### src/hw/rtl/cmu_div.sv
// Pipelined restoring divider, one quotient bit per stage, several lanes.
// Computes floor(num * 2^SH / den), den == 0 gives 0. Uses no package items.
`default_nettype none

module cmu_div #(
	parameter int LANES = 1,
	parameter int DW    = 33,
	parameter int SH    = 16,
	parameter int QB    = 17,
	parameter int SBW   = 1
) (
	input  wire logic                       clk,
	input  wire logic                       arst_n,
	input  wire logic                       in_valid,
	output logic                            in_ready,
	input  wire logic [LANES-1:0][DW-1:0]   in_num,
	input  wire logic [LANES-1:0][DW-1:0]   in_den,
	input  wire logic [SBW-1:0]             in_sb,
	output logic                            out_valid,
	input  wire logic                       out_ready,
	output logic [LANES-1:0][QB-1:0]        out_q,
	output logic [SBW-1:0]                  out_sb
);

	localparam int RW = DW + SH;
	localparam int CW = DW + SH + QB;

	logic [LANES-1:0][RW-1:0] rem_s [QB];
	logic [LANES-1:0][DW-1:0] den_s [QB];
	logic [LANES-1:0][QB-1:0] q_s   [QB];
	logic [SBW-1:0]           sb_s  [QB];
	logic [QB-1:0]            vld_s;
	logic [QB:0]              rdy;

	always_comb begin
		rdy[QB] = out_ready;
		for (int j = QB - 1; j >= 0; j--) begin
			rdy[j] = !vld_s[j] || rdy[j+1];
		end
	end

	assign in_ready = rdy[0];

	for (genvar j = 0; j < QB; j++) begin : g_stage
		localparam int B = QB - 1 - j;

		logic                     src_v;
		logic [LANES-1:0][RW-1:0] src_rem;
		logic [LANES-1:0][DW-1:0] src_den;
		logic [LANES-1:0][QB-1:0] src_q;
		logic [SBW-1:0]           src_sb;
		logic [LANES-1:0][RW-1:0] nxt_rem;
		logic [LANES-1:0][QB-1:0] nxt_q;

		if (j == 0) begin : g_first
			always_comb begin
				src_v   = in_valid;
				src_den = in_den;
				src_sb  = in_sb;
				for (int l = 0; l < LANES; l++) begin
					src_rem[l] = {in_num[l], {SH{1'b0}}};
					src_q[l]   = '0;
				end
			end
		end else begin : g_next
			always_comb begin
				src_v   = vld_s[j-1];
				src_rem = rem_s[j-1];
				src_den = den_s[j-1];
				src_q   = q_s[j-1];
				src_sb  = sb_s[j-1];
			end
		end

		always_comb begin
			logic [CW-1:0] sub;
			logic [CW-1:0] remx;
			logic          take;
			for (int l = 0; l < LANES; l++) begin
				sub        = CW'(src_den[l]) << B;
				remx       = CW'(src_rem[l]);
				take       = (src_den[l] != '0) && (remx >= sub);
				nxt_rem[l] = take ? RW'(remx - sub) : src_rem[l];
				nxt_q[l]   = src_q[l];
				nxt_q[l][B] = take;
			end
		end

		always_ff @(posedge clk or negedge arst_n) begin
			if (!arst_n) begin
				vld_s[j] <= 1'b0;
			end else if (rdy[j]) begin
				vld_s[j] <= src_v;
			end
		end

		always_ff @(posedge clk) begin
			if (rdy[j] && src_v) begin
				rem_s[j] <= nxt_rem;
				den_s[j] <= src_den;
				q_s[j]   <= nxt_q;
				sb_s[j]  <= src_sb;
			end
		end
	end

	assign out_valid = vld_s[QB-1];
	assign out_q     = q_s[QB-1];
	assign out_sb    = sb_s[QB-1];

endmodule

`default_nettype wire

### config.mk
export PLATFORM = sky130hd
export DESIGN_NAME = cmu_div
export DESIGN_NICKNAME = d
export VERILOG_FILES = /design/src/hw/rtl/cmu_div.sv
export SDC_FILE = /design/constraint.sdc
export NUM_CORES = 2
export LEC_CHECK = 0
export BUFFER_PORTS_ARGS = -buffer_cell sky130_fd_sc_hd__buf_2
export CAP_MARGIN = 5
export CELL_PAD_IN_SITES_DETAIL_PLACEMENT = 1
export CELL_PAD_IN_SITES_GLOBAL_PLACEMENT = 1
export CORE_MARGIN = 3
export CORE_UTILIZATION = 45
export CTS_CLUSTER_SIZE = 12
export DETAILED_ROUTE_END_ITERATION = 7
export PLACE_DENSITY = 0.68
export SLEW_MARGIN = 20
export SYNTH_ARGS = -nofsm -noshare
export SYNTH_HDL_FRONTEND = slang
export SYNTH_SLANG_ARGS = --single-unit
### constraint.sdc
create_clock -name clk -period 9.1 [get_ports clk]
set_input_delay 1.365 -clock clk [delete_from_list [all_inputs] [get_ports clk]]
set_output_delay 1.365 -clock clk [all_outputs]
set_load 0.01 [all_outputs]
==> qor.txt <==
Outcome = complete, no violations
# IOs = 91
Filler instances = 19.1k
GP Congestion = 0.887
CP Cell Sequence = buf_2 > nor2b_1 > nand3_1 > nor2_1 > nand2_1 > nor3_1 > nand3_1 > nor2_1 > nand3_1 > buf_2
Required @ worst endpoint = 7.74 ns
Commonest non-fill, non-tap cells in the layout = 1346 x edfxtp_1, 699 x inv_1, 580 x nand2_1
Die X = 430 um
CTS clock-pin slew for the worst setup and hold paths = 0.06 ns
Post-cts sizing count = 0
Final HPWL DP = 186000 um
Vias in the first global route = 60.6k
Top FF cell, synth = edfxtp_1
FFs w/ async S/R, synth = 1.25%
Worst r2r src = den_s[0][132]
# setup viols final = 0
Global-route wire length before repair = 365000 um
Leak = 35.3 nW
EDFF count, synth = 1346
Max Cap Violations = 0
CTS max path bufs = 3
Tightest Pin Transition = 1.09 ns
Slew Limit Fails = 0
Worst Skew = 0.0326 ns
Area delta synth->final = 10.3%
CTS Hold Bufs = 0
Overall Global Routing Usage = 25.4%
Kind of critical path = input port to output port
Mapped Nets = 8134
Inst Count DP = 9767
CTS tree = yes
1st-pass router iterations = 7
Initial antenna violation count = 6
Max frequency = 192 MHz
Critical-path top delay cell = nor3_1
Die H = 430 um
Core area = 177000 sq um
Synth Warn # = 0
Maximum vdd drop = 174 uV
Hold Path Class = flip-flop to flip-flop
Most common cell after layout, fill and taps aside = edfxtp_1
Hold depth = 0
Crit path top cell by count = nand3_1
Synth Register Bits = 1363
CP startpoint = out_ready
Min-Delay Startpoint = q_s[1][118]
Critical Path Fanout Max = 6
Max incr delay on CP = 0.78 ns
CP Launch Type = input port
Fin cells = 10.1k
Die area = 185000 sq um
Setup tns final = 0 ns
Worst reg2reg path depth = 12
PortBufs = 90
Hold Vio Cnt, Final = 0
WL final = 238000 um
# rows = 154
DRT iter0 DRCs = 4009
Yosys cell types = 84
Pwr dens = 358 nW/um^2
Antenna viol nets, final = 0
RSZ-0062 raised after global routing = false
Cts bufs inserted = 157
Crit share post-route = 57.2%
Gr ovfl total = 0
Layout cell share with drive strength beyond 1 = 8.62%
H-Tree Depth = 4
Cell Area, Synth = 80700 sq um
Gate Count Post-Synth = 7487
Clock Root Buffer = clkbuf_16
Register area share after synthesis = 50.6%
DR vias = 58.5k
Final Critical Period = 5.21 ns
Nets@finish = 8233
Worst Path Arrival = 3.84 ns
Initial core utilization = 45.5%
Clock Latency Late Sink = 0.81 ns
Mean Syn Cell Area = 10.8 sq um
DRC Markers = 0
Post-CTS setup repair buffer count = 0
Largest net degree at the start of global routing = 75
CP endpoint kind = output port
Routed WL per cell = 23.6 um
Slew margin rel. = 26.4%
Sink Count = 1363
Vias per std cell = 5.82
flip-flops by register name, indices dropped and copies added, names as in the netlist:
name,flops
rem_s,648
den_s,528
q_s,153
sb_s,17
g_stage.src_v,16
out_valid,1
routing by layer:
layer / global-route usage, % / part of all wire [%]
met3: 2.89 / 3.4
met2: 44.4 / 50
met5: 0 / 0
met1: 33.3 / 44
met4: 6.76 / 2.5
synthesized netlist by cell type (12+ instances only):
| master | instances | area [sq um] |
|---|---|---|
| a31o_2 | 16 | 140 |
| nand4_1 | 143 | 895 |
| a21oi_1 | 524 | 2620 |
| o41ai_1 | 12 | 105 |
| a21o_1 | 265 | 1990 |
| buf_1 | 18 | 67.6 |
| or2_2 | 39 | 244 |
| clkbuf_1 | 155 | 582 |
| nand4b_1 | 13 | 114 |
| and2_1 | 55 | 344 |
| nor3_1 | 112 | 561 |
| a311oi_1 | 12 | 105 |
| o21bai_1 | 72 | 541 |
| nor4_1 | 167 | 1040 |
| o31a_1 | 26 | 228 |
| and3_1 | 61 | 382 |
| ha_1 | 560 | 7010 |
| xnor2_1 | 316 | 2770 |
| edfxtp_1 | 1346 | 40400 |
| a211o_1 | 23 | 201 |
| or4_1 | 19 | 143 |
| dfrtp_1 | 17 | 425 |
| a31oi_1 | 62 | 388 |
| o211ai_1 | 39 | 293 |
| o21a_1 | 85 | 638 |
| a211oi_1 | 52 | 390 |
| inv_1 | 699 | 2620 |
| or3_1 | 42 | 263 |
| nand3b_1 | 13 | 97.6 |
| a21boi_0 | 16 | 120 |
| o31ai_1 | 38 | 285 |
| xor2_1 | 245 | 2150 |
| nand3_1 | 132 | 661 |
| and4_1 | 15 | 131 |
| a2111oi_0 | 12 | 105 |
| nor2b_1 | 90 | 563 |
| o2111ai_1 | 14 | 123 |
| nand2b_1 | 95 | 594 |
| buf_2 | 15 | 75.1 |
| mux2_2 | 211 | 2380 |
| fa_1 | 16 | 320 |
| o21ai_0 | 514 | 2570 |
| nor2_1 | 375 | 1410 |
| nand2_1 | 580 | 2180 |
worst max-delay path: cells and delay by family:
family	cells	cell delay (ns)
and+or+nand+nor	8	2.22
buffers and inverters	2	0.26
path summary, 6_finish.rpt:
check | to | slack (ns)
min reg2reg | q_s[1][135] | 0.41
max in group asynchronous | g_stage[6].src_v | 8.34
max reg2reg | rem_s[0][259] | 4.33
max | in_ready | 3.89
min | q_s[1][135] | 0.41
min in group asynchronous | g_stage[1].src_v | 0.48
power breakdown:
group          switching, mW  total [mW]  leakage [nW]  internal, mW
combinational           8.22        14.0          19.6          5.83
clock                   2.62        6.39          2.50          3.77
sequential              1.62        11.4          13.2          9.79
total                   12.5        31.8          35.3          19.4
layout make-up:
cell class	instances	area [sq um]	share of cell area (%)
Multi-Input combinational cell	5235	36700	41.3
Clock inverter	92	1040	1.17
Sequential cell	1363	40800	45.9
Timing Repair Buffer	129	743	0.835
Tap cell	2340	2930	3.29
Clock buffer	192	4120	4.63
Antenna cell	1	2.50	0.00281
Inverter	700	2630	2.95
through the flow:
step           power [mW]  hold WS (ns)  instance area [sq um]  util (%)  setup slack, ns
2_1_floorplan        21.0         0.400                  80700         -            0.371
3_3_place_gp         25.0         0.401                  83900      47.3             3.97
3_5_place_dp         25.4         0.405                  83900      47.3             3.90
4_1_cts              32.0         0.405                  89000      50.2             3.86
5_1_grt              34.0         0.419                  89000      50.2             3.56
6_report             31.8         0.407                  89000      50.2             3.89
kinds of logic after synthesis:
| group | count (synthesis) | share of synthesized area (%) |
|---|---|---|
| muxes | 220 | 3.06 |
| xor gates and xnor gates | 561 | 6.09 |
| DFF | 1363 | 50.6 |
| adders and majority gates | 576 | 9.08 |
| and+or+nand+nor | 1981 | 12.3 |
| buffers and inverters | 889 | 4.17 |
| AOI/OAI and AO/OA | 1897 | 14.8 |
Power figures use the tool's default switching activity.
